[src/hdl/cla_pkg.sv]
// ----------------------------------------------------------------------------
// Clustered light assigner package
// Shared codes, command and result types, and state types.
// ----------------------------------------------------------------------------
package cla_pkg;

    localparam int MAX_SLOTS = 32;
    localparam int SLOT_W    = 5;
    localparam int FRAC_SHIFT = 14;

    localparam logic [2:0] ACT_CLEAR      = 3'd0;
    localparam logic [2:0] ACT_LOAD       = 3'd1;
    localparam logic [2:0] ACT_ADD        = 3'd2;
    localparam logic [2:0] ACT_FINISH     = 3'd3;
    localparam logic [2:0] ACT_RD_CLUSTER = 3'd4;
    localparam logic [2:0] ACT_RD_LIGHT   = 3'd5;

    localparam logic [1:0] ST_OK    = 2'd0;
    localparam logic [1:0] ST_FULL  = 2'd1;
    localparam logic [1:0] ST_RANGE = 2'd2;
    localparam logic [1:0] ST_OVF   = 2'd3;

    localparam logic [2:0] CFG_CLUSTERS = 3'd0;
    localparam logic [2:0] CFG_CAP      = 3'd1;
    localparam logic [2:0] CFG_X_ROT    = 3'd2;
    localparam logic [2:0] CFG_X_SHIFT  = 3'd3;
    localparam logic [2:0] CFG_Y_ROT    = 3'd4;
    localparam logic [2:0] CFG_Y_SHIFT  = 3'd5;
    localparam logic [2:0] CFG_Z_ROT    = 3'd6;
    localparam logic [2:0] CFG_Z_SHIFT  = 3'd7;

    typedef struct packed {
        logic [2:0]       action;
        logic [16:0]      read_address;
        logic [5:0][31:0] box;
        logic [2:0][31:0] ctr;
        logic [31:0]      radius;
    } t_cmd;

    typedef struct packed {
        logic [1:0]  status;
        logic [17:0] cluster_offset;
        logic [5:0]  cluster_lights;
        logic [9:0]  light_number;
    } t_res;

    typedef enum logic [2:0] {
        F_IDLE,
        F_MUL,
        F_ACC,
        F_RND,
        F_PUSH
    } t_fstate;

    typedef enum logic [2:0] {
        B_INIT,
        B_IDLE,
        B_CLEAR,
        B_SWEEP,
        B_FIN,
        B_RDCL,
        B_RDLT,
        B_REPLY
    } t_bstate;

endpackage

[src/hdl/cla_fifo.sv]
// ----------------------------------------------------------------------------
// Clustered light assigner command queue
// Two-entry queue between the front end and the back end.
// ----------------------------------------------------------------------------
module cla_fifo (
    input  logic          i_clk,
    input  logic          i_rst_n,
    input  logic          i_push,
    input  cla_pkg::t_cmd i_data,
    input  logic          i_pop,
    output cla_pkg::t_cmd o_data,
    output logic          o_full,
    output logic          o_empty
);

    cla_pkg::t_cmd r_mem [2];
    logic          r_wp;
    logic          r_rp;
    logic [1:0]    r_cnt;

    assign o_full  = (r_cnt == 2'd2);
    assign o_empty = (r_cnt == 2'd0);
    assign o_data  = r_mem[r_rp];

    always_ff @(posedge i_clk) begin
        if (!i_rst_n) begin
            r_wp  <= 1'b0;
            r_rp  <= 1'b0;
            r_cnt <= 2'd0;
        end else begin
            if (i_push) begin
                r_wp <= ~r_wp;
            end
            if (i_pop) begin
                r_rp <= ~r_rp;
            end
            if (i_push && !i_pop) begin
                r_cnt <= r_cnt + 2'd1;
            end else if (i_pop && !i_push) begin
                r_cnt <= r_cnt - 2'd1;
            end
        end
    end

    always_ff @(posedge i_clk) begin
        if (i_push) begin
            r_mem[r_wp] <= i_data;
        end
    end

endmodule

[config.mk]
export PLATFORM = sky130hd
export DESIGN_NAME = cla_fifo
export DESIGN_NICKNAME = d
export VERILOG_FILES = /design/src/hdl/cla_pkg.sv /design/src/hdl/cla_fifo.sv
export SDC_FILE = /design/constraint.sdc
export NUM_CORES = 1
export LEC_CHECK = 0
export ABC_AREA = 0
export BUFFER_PORTS_ARGS = -buffer_cell sky130_fd_sc_hd__buf_2
export CAP_MARGIN = 20
export CORE_MARGIN = 4
export CORE_UTILIZATION = 30
export CTS_CLUSTER_SIZE = 30
export DETAILED_ROUTE_END_ITERATION = 6
export GPL_TIMING_DRIVEN = 0
export REMOVE_ABC_BUFFERS = 1
export SETUP_SLACK_MARGIN = 0.2
export SLEW_MARGIN = 40
export SYNTH_ARGS = -nofsm -noshare
export SYNTH_HDL_FRONTEND = slang
export SYNTH_SLANG_ARGS = --single-unit
[constraint.sdc]
create_clock -name i_clk -period 22.4 [get_ports i_clk]
set_input_delay 3.36 -clock i_clk [delete_from_list [all_inputs] [get_ports i_clk]]
set_output_delay 3.36 -clock i_clk [all_outputs]
set_load 0.02 [all_outputs]
# ---- After elaboration in Yosys (flattened, before gate mapping)
# Memory sizes are Yosys's and may differ from the RTL's. A register that Yosys moved wholly into a read port is not among the register bits.
# Index checks and enable logic that the tools add are counted.
dict set report classes {
  add_sub_neg 2
  n_eq_ne 1
  mux 6
  n_bitwise 2
  n_reduce_logical 6
}
# operator n
set op_table {}
lappend op_table {{1-bit two-way mux} 4}
lappend op_table {{2-bit two-way mux} 2}
lappend op_table {{2-bit by 1-bit adder with 2-bit output, second input constant} 1}
lappend op_table {{2-bit == test, second input constant} 1}
lappend op_table {{1-bit logical AND} 2}
lappend op_table {{1-bit logical NOT} 2}
lappend op_table {{2-bit logical NOT} 1}
lappend op_table {{1-bit NOT} 2}
lappend op_table {{2-bit nonzero test} 1}
lappend op_table {{2-bit by 1-bit subtractor with 2-bit output, second input constant} 1}
dict set report word_totals {
  reg_bits 4
  mem_bits_rw 680
  out_inout_bits 342
  memories 1
}
# memory words word_bits read_ports rd_ports_with_merged_regs wr line
set memory_table {}
lappend memory_table {r_mem 2 340 1 1 1 cla_fifo.sv:16} ;# cla_pkg::t_cmd r_mem [2];

# ---- Logic depth before layout (Yosys ltp)
dict set report logic_depth {
  word_depth 4
  ltp_mapped 5
}

# ---- Worst setup path after synthesis
# OpenSTA, ideal clock, no wires.
dict set report synth_timing {
  kind {input-to-reg}
  startpoint {in i_push}
  endpoint {reg r_wp}
  arrival_ps 19059
  required_time_ps 22272
  setup_slack_ps 3213
  path_stages 2
  path_cell_list {nor2b_1 -> o21a_1}
}
# element line
set synth_lines {}
lappend synth_lines {{from (decl)} cla_fifo.sv:8} ;# input logic i_push,
lappend synth_lines {{to (signal assigned)} cla_fifo.sv:32} ;# r_wp <= ~r_wp;
lappend synth_lines {{to (decl)} cla_fifo.sv:17} ;# logic r_wp;

==> run summary <==
The run gives 0 as the Yosys warning count. The final critical delay including setup and external delays is 6.53 ns. Counting the buffers created by CTS gives 76. After the last flow step, the layout net total stands at 2,193. The number of flip-flops and latches in the synthesized netlist is 685.

The cell count after placement came out at 2,925. The die is 304 um wide. The largest buffer count on any clock path came out at 3.

Entering global routing, the biggest net connects 41 pins. The number of different library cells used by synthesis comes to 18. Summing every instance area after synthesis gives 26,300 um2. The tools report the area used by multi-input combinational logic as 5080 um2. TritonCTS built the clock tree. Number of setup buffers added after CTS: 0. For this design the static power due to leakage is 13.2 nW.

For this run, design rule violations remaining after detail routing come to 0. The actual transition at the worst max-transition pin was 0.495 ns. Required time of the critical path: 19.04 ns. Path class of the lowest-slack min-delay path: flip-flop to flip-flop.

Static timing analysis puts the maximum clock frequency at 0.153 GHz. The critical path is of the flip-flop to output port type. The final global-route overflow total was 0. The wire length per cell is 19.4 um.

The number of core rows was 108; the clock latency of the later-clocked register in the worst-skew pair was 0.62 ns. The global routing usage on met1 is 13.4%. The synthesized netlist devotes 0.0762% of its cell area to compound gates. The number of vias in the routed layout was 12,900. The floorplan step set the die height to 304 um.

The count of final max-slew check failures was 0; the synthesis-to-layout area growth was 29.1%. The run gives 12.5% as the overall fraction of global-route tracks in use. Sequential cell area fraction in the yosys report: 78.1%. After Yosys synthesis, and, or, nand and nor cells account for 0.205% of the synthesized area.

In this run the number of H-tree levels came out at 3. The library cell used as clock root buffer was clkbuf_16. The most common library cell in the layout ignoring fill and taps is buf_2. For this block, the routed nets add up to 59,700 um of wire.

The port buffer count works out to 685. The tools report the initial standard-cell utilization of the core as 30.2%. The run gives 0 as the total of endpoints with negative setup slack in the final report. The logs give 14,200 for the number of global-route vias before repair and 0 for the total of cells resized after clock tree synthesis.

Count of endpoints failing hold in the final timing report: 0. Top fanout value on the critical path: 31. For met3 alone, demand over resource in global routing was 4.65%. For the weighted congestion reported at the end of routability-driven placement, the log shows 0.768. The worst setup path is captured at an output port. In the layout the commonest cells are buf_2, edfxtp_1, mux2_4.

Clock slew seen by the registers of the worst setup and hold paths: 0.06 ns. The number of antenna violations at the first check in global routing is 19. For this design the ratio of total power to cell area is 92.9 nW/um2. After detailed routing, the number of vias per cell comes to 4.21. For the endpoint arrival time on the critical path, the log shows 3.17 ns. In this run the count of I/O pins placed on the die edge is 686. The area taken by flip-flops and latches was 20,500 um2; the worst slew margin relative to its limit was 67.0%. Setup repair after global routing left no endpoint under its margin. Fill cells in the final layout number 7,936.

The number of nets with antenna violations after routing came out at 0. The global-route wire length before repair came out at 88,400 um. Post-route clock skew: 0.0180 ns. Of the total synthesized cell area, the portion taken by full adders, half adders and majority gates is 0.0476%. Worst vdd rail ir drop: 0.0623 mV.

The xor and xnor area share after synthesis came out at 0.100%. In this run the most used layer during global routing was met2. Combinational family with the most area after synthesis: multiplexers. Of the available clock period, the critical path in the final layout requires 29.2%.

The tool flagged a number of max-cap violations equal to 0. The fraction of final layout cells with drive strength greater than 1 is 61.8%. Once layout is complete, the cells apart from fillers number 3,069. The tools report the critical path startpoint category as a flip-flop. The run finished with clean final reports.

The placeable core region came out at 86,900 um2. The tools report the post-synthesis instance total as 1,080. The run gives 44,100 um as the detailed-placement wirelength estimate. The mean cell area of the mapped netlist was 24.3 um2; the total clock sinks was 685. The total of hold buffers inserted after clock tree synthesis is 0, and the mux contribution to synthesized area is 18.9%. The pre-antenna-repair detailed-routing pass consisted of 6 iterations. The utilization after layout came out at 39.0%. In the global route stage, met2 resource usage came out at 21.9%.

The run gives 487 as the starting DRC count in detailed routing. The floorplan step defined a die boundary enclosing 92,400 um2.
[sequential cells by signal, indices dropped and copies added, names as in the netlist, named ones only]
register,count
r_cnt,2
r_mem,680
r_rp,1
r_wp,1
[per-layer routing]
metal | wire length, um | part of all wire (%)
met2 | 30700 | 51
met3 | 5130 | 8.6
met5 | 23 | 0.039
met1 | 21700 | 36
met4 | 2160 | 3.6
[path summary, 6_finish.rpt]
kind / from / endpoint / slack (ns) / cells after the start
setup reg to reg: r_wp / r_mem[0][311] / 19.71 / 10
hold / removal: r_cnt[1] / r_cnt[1] / 0.52 / 2
setup / recovery: flip-flop / o_data[9] / 15.87 / 7
hold reg to reg: r_cnt[1] / r_cnt[1] / 0.52 / 2
[layout make-up]
| cell class | count | area share, % |
|---|---|---|
| Antenna cell | 11 | 0.0811 |
| Clock buffer | 91 | 5.90 |
| Clock inverter | 42 | 1.50 |
| Inverter | 1 | 0.0111 |
| Multi-Input combinational cell | 356 | 15.0 |
| Sequential cell | 685 | 60.5 |
| Tap cell | 1155 | 4.26 |
| Timing Repair Buffer | 728 | 12.8 |
[logic make-up after synthesis]
family / Yosys count
mux: 340
buf+inv: 39
compound gates: 3
fa+ha+maj: 1
simple gates: 9
flops: 685
xor+xnor: 3
[power by group]
part           leakage [nW]  internal, mW  switching (mW)
Clock                  1.22         0.746           0.499
Combinational          5.56         0.184           0.221
Sequential             6.42          1.48          0.0178
[Yosys cell counts]
master / count / share of area [%]
edfxtp_1: 680 / 78
mux2_4: 300 / 17
mux2_2: 40 / 1.7
buf_12: 33 / 2.5
dfxtp_1: 5 / 0.38
and2_1: 4 / 0.095
buf_2: 4 / 0.076
nor2b_1: 3 / 0.071
xor2_1: 2 / 0.067
a21boi_0: 1 / 0.029
buf_6: 1 / 0.043
ha_1: 1 / 0.048
inv_1: 1 / 0.014
nor2_1: 1 / 0.014
o21a_1: 1 / 0.029
o21ai_0: 1 / 0.019
or3_1: 1 / 0.024
xnor2_1: 1 / 0.033
[critical path, cell delays in order (launching register included)]
cell and delay [ns]:
dfxtp_4 0.66, buf_12 0.26, buf_12 0.25, buf_12 0.25
buf_12 0.26, buf_12 0.27, mux2_2 0.36, buf_2 0.16
[metrics by stage]
| stage | hold slack, ns | power (mW) | worst slack [ns] | cell area, um2 | setup TNS [ns] |
|---|---|---|---|---|---|
| final | 0.522 | 3.15 | 15.87 | 33900 | 0 |
| after global routing | 0.563 | 3.28 | 15.67 | 33900 | 0 |
| after CTS | 0.525 | 3.21 | 15.72 | 33900 | 0 |
| after detailed placement | 0.516 | 1.94 | 16.41 | 31400 | 0 |
| after global placement | 0.490 | 2.10 | -6.06 | 30500 | -2012.17 |
| after floorplan | 0.473 | 1.89 | 3.21 | 25600 | 0 |
Note: power is estimated with default switching activity, not from simulation.
