--- config.mk ---
export PLATFORM = sky130hd
export DESIGN_NAME = cla_front_flat
export DESIGN_NICKNAME = d
export VERILOG_FILES = /design/src/hdl/cla_pkg.sv /design/src/hdl/cla_in_if.sv /design/src/hdl/cla_front.sv /design/src/flat_wrapper.sv
export SDC_FILE = /design/constraint.sdc
export NUM_CORES = 2
export LEC_CHECK = 0
export ABC_AREA = 1
export ABC_CLOCK_PERIOD_IN_PS = 22100
export BUFFER_PORTS_ARGS = -buffer_cell sky130_fd_sc_hd__buf_4
export CORE_AREA = 2 2 358 360
export DETAILED_ROUTE_END_ITERATION = 8
export DIE_AREA = 0 0 360 362
export PLACE_DENSITY = 0.57
export SYNTH_ARGS = -nofsm -noshare
export SYNTH_HDL_FRONTEND = slang
export SYNTH_SLANG_ARGS = --single-unit
--- constraint.sdc ---
create_clock -name i_clk -period 22.1 [get_ports i_clk]
set_clock_uncertainty 0.2 [all_clocks]
set_input_delay 4.42 -clock i_clk [delete_from_list [all_inputs] [get_ports i_clk]]
set_output_delay 4.42 -clock i_clk [all_outputs]
set_load 0.02 [all_outputs]
--- src/hdl/cla_pkg.sv ---
// ----------------------------------------------------------------------------
// Clustered light assigner package
// Shared codes, command and result types, and state types.
// ----------------------------------------------------------------------------
package cla_pkg;

    localparam int MAX_SLOTS = 32;
    localparam int SLOT_W    = 5;
    localparam int FRAC_SHIFT = 14;

    localparam logic [2:0] ACT_CLEAR      = 3'd0;
    localparam logic [2:0] ACT_LOAD       = 3'd1;
    localparam logic [2:0] ACT_ADD        = 3'd2;
    localparam logic [2:0] ACT_FINISH     = 3'd3;
    localparam logic [2:0] ACT_RD_CLUSTER = 3'd4;
    localparam logic [2:0] ACT_RD_LIGHT   = 3'd5;

    localparam logic [1:0] ST_OK    = 2'd0;
    localparam logic [1:0] ST_FULL  = 2'd1;
    localparam logic [1:0] ST_RANGE = 2'd2;
    localparam logic [1:0] ST_OVF   = 2'd3;

    localparam logic [2:0] CFG_CLUSTERS = 3'd0;
    localparam logic [2:0] CFG_CAP      = 3'd1;
    localparam logic [2:0] CFG_X_ROT    = 3'd2;
    localparam logic [2:0] CFG_X_SHIFT  = 3'd3;
    localparam logic [2:0] CFG_Y_ROT    = 3'd4;
    localparam logic [2:0] CFG_Y_SHIFT  = 3'd5;
    localparam logic [2:0] CFG_Z_ROT    = 3'd6;
    localparam logic [2:0] CFG_Z_SHIFT  = 3'd7;

    typedef struct packed {
        logic [2:0]       action;
        logic [16:0]      read_address;
        logic [5:0][31:0] box;
        logic [2:0][31:0] ctr;
        logic [31:0]      radius;
    } t_cmd;

    typedef struct packed {
        logic [1:0]  status;
        logic [17:0] cluster_offset;
        logic [5:0]  cluster_lights;
        logic [9:0]  light_number;
    } t_res;

    typedef enum logic [2:0] {
        F_IDLE,
        F_MUL,
        F_ACC,
        F_RND,
        F_PUSH
    } t_fstate;

    typedef enum logic [2:0] {
        B_INIT,
        B_IDLE,
        B_CLEAR,
        B_SWEEP,
        B_FIN,
        B_RDCL,
        B_RDLT,
        B_REPLY
    } t_bstate;

endpackage

--- src/hdl/cla_in_if.sv ---
// ----------------------------------------------------------------------------
// Clustered light assigner input channel
// Valid/ready channel carrying one input item per beat.
// ----------------------------------------------------------------------------
interface cla_in_if;
    logic               valid;
    logic               ready;
    logic [2:0]         action;
    logic [16:0]        read_address;
    logic signed [31:0] box_min_x;
    logic signed [31:0] box_min_y;
    logic signed [31:0] box_min_z;
    logic signed [31:0] box_max_x;
    logic signed [31:0] box_max_y;
    logic signed [31:0] box_max_z;
    logic signed [31:0] light_x;
    logic signed [31:0] light_y;
    logic signed [31:0] light_z;
    logic signed [31:0] light_radius;

    modport source (
        output valid, action, read_address, box_min_x, box_min_y, box_min_z,
               box_max_x, box_max_y, box_max_z, light_x, light_y, light_z,
               light_radius,
        input  ready
    );
    modport sink (
        input  valid, action, read_address, box_min_x, box_min_y, box_min_z,
               box_max_x, box_max_y, box_max_z, light_x, light_y, light_z,
               light_radius,
        output ready
    );
endinterface

--- src/hdl/cla_front.sv ---
// ----------------------------------------------------------------------------
// Clustered light assigner front end
// Accepts input beats, moves the centers of lights with a positive radius into
// view space with one shared multiplier, then hands a command to the queue.
// ----------------------------------------------------------------------------
module cla_front (
    input  logic              i_clk,
    input  logic              i_rst_n,
    input  logic              i_hold,
    input  logic [2:0][47:0]  i_rot,
    input  logic [2:0][31:0]  i_shift,
    input  logic              i_full,
    output logic              o_push,
    output cla_pkg::t_cmd     o_cmd,
    cla_in_if.sink            i_in
);

    localparam logic signed [50:0] SAT_HI = 51'sh7FFF_FFFF;
    localparam logic signed [50:0] SAT_LO = ~SAT_HI;
    localparam logic signed [50:0] RND_BIAS = 51'sd8192;

    cla_pkg::t_fstate   r_state;
    cla_pkg::t_fstate   n_state;
    cla_pkg::t_cmd      r_cmd;
    logic [2:0][31:0]   r_pos;
    logic [1:0]         r_row;
    logic [1:0]         r_col;
    logic signed [50:0] r_acc;
    logic signed [47:0] r_prod;

    logic signed [15:0] w_coef;
    logic signed [31:0] w_pt;
    logic signed [47:0] w_prod;
    logic signed [50:0] w_rnd;
    logic [31:0]        w_sat;
    logic [1:0]         w_next_row;
    logic               w_take;

    assign w_coef = i_rot[r_row][{r_col, 4'b0000} +: 16];
    assign w_pt   = r_pos[r_col];
    assign w_prod = w_coef * w_pt;
    assign w_rnd  = (r_acc + RND_BIAS) >>> cla_pkg::FRAC_SHIFT;
    assign w_next_row = (r_row == 2'd2) ? 2'd0 : r_row + 2'd1;

    always_comb begin
        if (w_rnd > SAT_HI) begin
            w_sat = SAT_HI[31:0];
        end else if (w_rnd < SAT_LO) begin
            w_sat = SAT_LO[31:0];
        end else begin
            w_sat = w_rnd[31:0];
        end
    end

    always_comb begin
        n_state = r_state;
        unique case (r_state)
            cla_pkg::F_IDLE: begin
                if (i_in.valid && !i_hold) begin
                    if (i_in.action == cla_pkg::ACT_ADD && i_in.light_radius > 32'sd0) begin
                        n_state = cla_pkg::F_MUL;
                    end else begin
                        n_state = cla_pkg::F_PUSH;
                    end
                end
            end
            cla_pkg::F_MUL: n_state = cla_pkg::F_ACC;
            cla_pkg::F_ACC: begin
                n_state = (r_col == 2'd2) ? cla_pkg::F_RND : cla_pkg::F_MUL;
            end
            cla_pkg::F_RND: begin
                n_state = (r_row == 2'd2) ? cla_pkg::F_PUSH : cla_pkg::F_MUL;
            end
            cla_pkg::F_PUSH: begin
                if (!i_full) begin
                    n_state = cla_pkg::F_IDLE;
                end
            end
            default: n_state = cla_pkg::F_IDLE;
        endcase
    end

    always_comb begin
        i_in.ready = (r_state == cla_pkg::F_IDLE) && !i_hold;
        o_push     = (r_state == cla_pkg::F_PUSH) && !i_full;
        w_take     = i_in.valid && i_in.ready;
    end

    assign o_cmd = r_cmd;

    always_ff @(posedge i_clk) begin
        if (!i_rst_n) begin
            r_state <= cla_pkg::F_IDLE;
        end else begin
            r_state <= n_state;
        end
    end

    always_ff @(posedge i_clk) begin
        if (w_take) begin
            r_cmd.action       <= i_in.action;
            r_cmd.read_address <= i_in.read_address;
            r_cmd.box[0]       <= i_in.box_min_x;
            r_cmd.box[1]       <= i_in.box_min_y;
            r_cmd.box[2]       <= i_in.box_min_z;
            r_cmd.box[3]       <= i_in.box_max_x;
            r_cmd.box[4]       <= i_in.box_max_y;
            r_cmd.box[5]       <= i_in.box_max_z;
            r_cmd.radius       <= i_in.light_radius;
            r_pos[0]           <= i_in.light_x;
            r_pos[1]           <= i_in.light_y;
            r_pos[2]           <= i_in.light_z;
            r_row              <= 2'd0;
            r_col              <= 2'd0;
            r_acc              <= {{5{i_shift[0][31]}}, i_shift[0], 14'b0};
        end
        if (r_state == cla_pkg::F_MUL) begin
            r_prod <= w_prod;
        end
        if (r_state == cla_pkg::F_ACC) begin
            r_acc <= r_acc + 51'(r_prod);
            r_col <= r_col + 2'd1;
        end
        if (r_state == cla_pkg::F_RND) begin
            r_cmd.ctr[r_row] <= w_sat;
            r_row <= w_next_row;
            r_col <= 2'd0;
            r_acc <= {{5{i_shift[w_next_row][31]}}, i_shift[w_next_row], 14'b0};
        end
    end

endmodule

--- src/flat_wrapper.sv ---
// flat-port wrapper written by rule: the top's interface ports become plain ports
module cla_front_flat 
  (i_clk, i_rst_n, i_hold, i_rot, i_shift, i_full, o_push, o_cmd, i_in_valid, i_in_action, i_in_read_address, i_in_box_min_x, i_in_box_min_y, i_in_box_min_z, i_in_box_max_x, i_in_box_max_y, i_in_box_max_z, i_in_light_x, i_in_light_y, i_in_light_z, i_in_light_radius, i_in_ready);
  cla_in_if i_in_i ();
  input  logic i_clk;
  input  logic i_rst_n;
  input  logic i_hold;
  input  logic [2:0][47:0] i_rot;
  input  logic [2:0][31:0] i_shift;
  input  logic i_full;
  output logic o_push;
  output cla_pkg::t_cmd o_cmd;
  input wire logic [$bits(i_in_i.valid)-1:0] i_in_valid;
  input wire logic [$bits(i_in_i.action)-1:0] i_in_action;
  input wire logic [$bits(i_in_i.read_address)-1:0] i_in_read_address;
  input wire logic [$bits(i_in_i.box_min_x)-1:0] i_in_box_min_x;
  input wire logic [$bits(i_in_i.box_min_y)-1:0] i_in_box_min_y;
  input wire logic [$bits(i_in_i.box_min_z)-1:0] i_in_box_min_z;
  input wire logic [$bits(i_in_i.box_max_x)-1:0] i_in_box_max_x;
  input wire logic [$bits(i_in_i.box_max_y)-1:0] i_in_box_max_y;
  input wire logic [$bits(i_in_i.box_max_z)-1:0] i_in_box_max_z;
  input wire logic [$bits(i_in_i.light_x)-1:0] i_in_light_x;
  input wire logic [$bits(i_in_i.light_y)-1:0] i_in_light_y;
  input wire logic [$bits(i_in_i.light_z)-1:0] i_in_light_z;
  input wire logic [$bits(i_in_i.light_radius)-1:0] i_in_light_radius;
  output wire logic [$bits(i_in_i.ready)-1:0] i_in_ready;
  assign i_in_i.valid = i_in_valid;
  assign i_in_i.action = i_in_action;
  assign i_in_i.read_address = i_in_read_address;
  assign i_in_i.box_min_x = i_in_box_min_x;
  assign i_in_i.box_min_y = i_in_box_min_y;
  assign i_in_i.box_min_z = i_in_box_min_z;
  assign i_in_i.box_max_x = i_in_box_max_x;
  assign i_in_i.box_max_y = i_in_box_max_y;
  assign i_in_i.box_max_z = i_in_box_max_z;
  assign i_in_i.light_x = i_in_light_x;
  assign i_in_i.light_y = i_in_light_y;
  assign i_in_i.light_z = i_in_light_z;
  assign i_in_i.light_radius = i_in_light_radius;
  assign i_in_ready = i_in_i.ready;
  cla_front u_core (.i_clk(i_clk), .i_rst_n(i_rst_n), .i_hold(i_hold), .i_rot(i_rot), .i_shift(i_shift), .i_full(i_full), .o_push(o_push), .o_cmd(o_cmd), .i_in(i_in_i));
endmodule
# == After elaboration in Yosys (flattened, before gate mapping) ==
# Index checks and enable logic that the tools add are counted.
# classes
add_sub_neg,4
n_mul,1
order_cmp,7
n_eq_ne,9
n_shift,1
mux,24
n_reduce_logical,13
# ops
cell,n
2-to-1 mux 32 bit,5
2-to-1 mux 51 bit,3
binary-select mux 32 bit (select 2 bit),2
binary-select mux 48 bit (select 2 bit),1
bitwise mux 96 bit,1
demux 32 bit (select 2 bit),1
"adder 51 x 15 -> 51 bit, second input constant",1
adder 51 x 48 -> 51 bit,1
multiplier 16 x 32 -> 48 bit,1
2-to-1 mux 48 bit,1
variable part select 48 x 7 -> 16 bit,1
"> comparator 37 x 32 -> 1 bit, second input constant",1
"less-than comparator 37 x 32 -> 1 bit, second input constant",1
"> comparator 32 x 1 -> 1 bit, second input constant",1
one-hot mux 3 bit (5 select lines),1
2-to-1 mux 3 bit,4
2-to-1 mux 2 bit,5
"equality test 3 x 2 -> 1 bit, second input constant",3
"less-than comparator 2 x 3 -> 1 bit, second input constant",3
logical AND 1 bit,6
"adder 2 x 1 -> 2 bit, second input constant",2
"equality test 2 bit, second input constant",2
nonzero test 2 bit,2
"equality test 3 x 1 -> 1 bit, second input constant",1
other kinds (8),9
# word_totals
register_bits,542
inputBits,585
out_inout_bits,342

# == Logic depth before layout (Yosys ltp) ==
# depth
word_depth,6
ltp_mapped,35

# == Least setup slack after synthesis ==
# No wires, ideal clock.
# synth_timing
kind,in2reg
start,input i_in_valid
end,"register u_core.r_cmd (netlist bit u_core.o_cmd[0]), enable pin"
setup_time_ps,688
arrival_ps,11461
required_ps,21212
setup_slack_ps,9751
path_stages,5
path_buffers,1
cell_sequence,inv_1 nor2_1 nand2_1 clkbuf_1 inv_1
# synth_via
elab_chain_len,1
# synth_rtl
item,line_no,rtl
"start, declared",flat_wrapper.sv:13,input wire logic [$bits(i_in_i.valid)-1:0] i_in_valid;
logical AND 1 bit,cla_front.sv:86,w_take = i_in.valid && i_in.ready;
via u_core.w_take,cla_front.sv:37,logic w_take;
"end, declared",cla_front.sv:24,cla_pkg::t_cmd r_cmd;
# The timed path passes the listed nets, and every way through them passes these cells.
# A chain may end at the register's enable or synchronous reset.

# == Worst setup path in the final report ==
# layout_timing
start,input i_rot[3] (netlist bit)
end,register u_core.r_prod[39] (data pin)
# layout_via
elab_chain_len,4
# layout_rtl
item,line_no,rtl
"start, declared",flat_wrapper.sv:8,input logic [2:0][47:0] i_rot;
binary-select mux 48 bit (select 2 bit),cla_front.sv:39,"assign w_coef = i_rot[r_row][{r_col, 4'b0000} +: 16];"
2-to-1 mux 48 bit (not written as such),cla_front.sv:39,
variable part select 48 x 7 -> 16 bit,cla_front.sv:39,
multiplier 16 x 32 -> 48 bit,cla_front.sv:41,assign w_prod = w_coef * w_pt;
via u_core.w_prod[39],cla_front.sv:33,logic signed [47:0] w_prod;
"end signal, assigned",cla_front.sv:118,r_prod <= w_prod;
"end, declared",cla_front.sv:29,logic signed [47:0] r_prod;
# The timed path passes the listed nets, and every way through them passes these cells. The select of a mux whose other input is x is not followed.

==> results.md <==
- Status: completed
- First-pass GRT wire length: 301000 um
- Flops & latches, synth: 542
- Largest net degree at the start of global routing: 156
- Crit Path Max Fanout: 25
- Multiplexer area fraction after synthesis: 0%
- Total die area: 130000 um^2
- Synth cell types: 58
- Vias in the first global route: 38600
- GR Overflow Total: 0
- Root Buffer Master: clkbuf_16
- HP Class: reg -> reg
- Hold-fix buffers, CTS: 0
- DR vias: 37600
- Critical Path RT: 22.29 ns
- Core Area: 127000 um^2
- DRT Pass-1 Iters: 6
- Max_slew headroom: 10.6%
- Number of nets in the layout: 6867
- Layout Area Growth over Synthesis: 25.0%
- Final ANT Viol Nets: 0
- Max clock buf depth: 3
- Syn Area/Cell: 9.22 um^2
- DRC viols: 0
- Crit Path Class: in -> reg
- CTS Sinks: 542
- Row cnt: 131
- Antenna violations before repair: 30
- Fmax: 0.0888 GHz
- Fin crit share: 51.0%
- Post-DR vias/cell: 5.10
- Final Routed Wirelength: 219000 um
- Crit. End Element: register
- Post_cts resized: 0
- Cells after Synth: 4720
- Max cap viols: 0
- Fin. Hold Viols: 0
- GRT Total Usage: 33.2%
- FILL cells: 12800
- Crit path DAT: 11.46 ns
- Simple-gate portion of the synthesized area: 19.0%
- Max H-tree Level: 2
- Die height: 362 um
- Sequential fraction of the synthesis area: 37.0%
- Largest family of logic cells by synthesized area: adder cells
- Post-Synth XOR/XNOR Area: 1.95%
- Post-DP HPWL: 186000 um
- CTS tree: done
- Share of post-route cells with drive strength above 1: 21.1%
- Final-report setup violation count: 0
- Initial core utilization: 34.3%
- IO Count: 927
- Fin crit period: 11.26 ns
- Post-synthesis adder-cell area fraction: 27.2%
- Final slew viol count: 0
- Avg WL per Cell: 29.8 um
- IO buf count: 926
- Initial DRC count: 3411
- Die Span X: 360 um
- Worst-margin pin slew: 1.34 ns
- CP Launch Type: input pin
- Placer Congestion: 1.04
- Post-route setup TNS: 0 ns
- Compound-Gate Fraction of Synth Area: 5.44%
- Reg clk slew, reported paths: 0.06 ns
- Ys Warns: 0
- Clock insertion delay at the later pin of the skew report: 0.70 ns
- RSZ-0062 raised after global routing: no
- Area of the mapped netlist: 43500 um^2
- TritonCTS buffer count: 61
- Post-CTS setup buffer count: 0
- Syn Nets: 5958
-- worst paths after layout --
check,cells after the start,end,start,slack [ns]
min reg2reg,2,u_core.r_acc[3]$_SDFFE_PP0P_,u_core.r_acc[3]$_SDFFE_PP0P_,0.28
max reg2reg,27,u_core.r_prod[39]$_DFFE_PP_,u_core.r_row[1]$_SDFFCE_PN0P_,12.17
min,2,u_core.r_acc[3]$_SDFFE_PP0P_,u_core.r_acc[3]$_SDFFE_PP0P_,0.28
max,22,u_core.r_prod[39]$_DFFE_PP_,i_rot[3],10.84
-- through the flow --
step	setup slack [ns]	hold WS, ns	cell area [um^2]	instances	utilization, %
after floorplan	9.75	0.254	43500	4720	-
after global placement	10.24	0.263	52300	7228	41.3
after detailed placement	10.19	0.268	52300	7228	41.3
after CTS	10.84	0.279	54300	7342	42.9
after global routing	10.47	0.301	54300	7351	42.9
final	10.84	0.282	54400	7362	42.9
-- cell families (layout without fill, tap and decap cells) --
kind of cell             count (synthesis)  after routing
XOR/XNOR                                97             97
adder cells (fa/ha/maj)                653            653
buffers and inverters                 1051           2011
AND/OR/NAND/NOR                       2012           2012
flip-flops                             542            542
AO/OA/AOI/OAI                          365            365
other                                    0             20
-- synthesized netlist by cell type (all sizes together) --
| master | number | area [um^2] |
|---|---|---|
| o21ai | 84 | 432 |
| or2 | 64 | 400 |
| nand3 | 167 | 846 |
| o31ai | 1 | 7.51 |
| a32oi | 31 | 392 |
| nand3b | 2 | 15.0 |
| nand4 | 49 | 307 |
| nor4 | 9 | 62.6 |
| fa | 487 | 9750 |
| nor3 | 38 | 216 |
| a21boi | 6 | 45.0 |
| a21oi | 138 | 694 |
| ha | 166 | 2080 |
| buf | 78 | 445 |
| o221ai | 2 | 17.5 |
| a221oi | 5 | 43.8 |
| nor3b | 2 | 26.3 |
| clkinv | 2 | 7.51 |
| inv | 930 | 3490 |
| a31oi | 8 | 50.1 |
| nand2 | 1205 | 4560 |
| o21bai | 15 | 113 |
| clkbuf | 41 | 154 |
| xor2 | 60 | 526 |
| xnor2 | 37 | 324 |
| a31o | 1 | 8.76 |
| nor4b | 1 | 8.76 |
| o211ai | 6 | 45.0 |
| and2 | 2 | 12.5 |
| o22ai | 1 | 6.26 |
| and3 | 1 | 6.26 |
| a22oi | 50 | 375 |
| a21o | 9 | 67.6 |
| edfxtp | 523 | 15700 |
| a32o | 3 | 30.0 |
| dfxtp | 19 | 380 |
| nor2 | 472 | 1810 |
| o21a | 5 | 37.5 |
-- cell usage in the layout (no fill, tap or decap), drive strengths merged, types with 50 or more instances in the layout --
master	netlist	final
nand2	1205	1205
buf	78	965
inv	930	929
edfxtp	523	523
fa	487	487
nor2	472	472
nand3	167	167
ha	166	166
a21oi	138	138
o21ai	84	84
clkbuf	41	76
or2	64	64
xor2	60	60
a22oi	50	50
-- worst max-delay path, cell delays in order --
cell and delay, ns:
buf_4 0.11, a22oi_1 0.29, nand3_1 0.11, nand3_1 0.13, nand2_2 0.41, inv_2 0.36, nor2_1 0.10, fa_1 0.70
fa_1 1.00, fa_1 0.51, fa_1 0.48, fa_1 0.60, inv_1 0.07, fa_1 0.52, inv_1 0.04, ha_1 0.35
a21oi_1 0.27, o21ai_0 0.21, o21bai_1 0.24, a21oi_1 0.20, nand3_1 0.13, xor2_1 0.16
-- layer usage --
layer / wire length (um) / part of all wire (%) / vias to the layer above / global-route usage, %
met4: 21600 / 9.9 / 16 / 26.8
met2: 104000 / 48 / 1748 / 56.0
li1: - / - / 16600 / -
met3: 14400 / 6.6 / 400 / 6.09
met5: 113 / 0.052 / - / 0
met1: 78700 / 36 / 18800 / 37.1
-- state kept, by name, summed over array words and instances (netlist names) --
name,count
u_core.o_cmd,340
u_core.r_acc,51
u_core.r_col,2
u_core.r_pos,96
u_core.r_state,3
u_core.r_prod,48
u_core.r_row,2
-- layout make-up --
type / instances / area, um^2 / area share, %
multi-input combinational: 3127 / 23400 / 43.0
sequential: 542 / 16100 / 29.6
timing repair buffer: 965 / 7260 / 13.3
inverter: 932 / 3510 / 6.45
tap: 1662 / 2080 / 3.82
clock buffer: 76 / 1580 / 2.91
clock inverter: 38 / 437 / 0.803
antenna: 20 / 50.0 / 0.0921
Power is left out: the tool's default activity adds up to more than one toggle a clock period on the data nets, which glitch-free logic cannot reach.
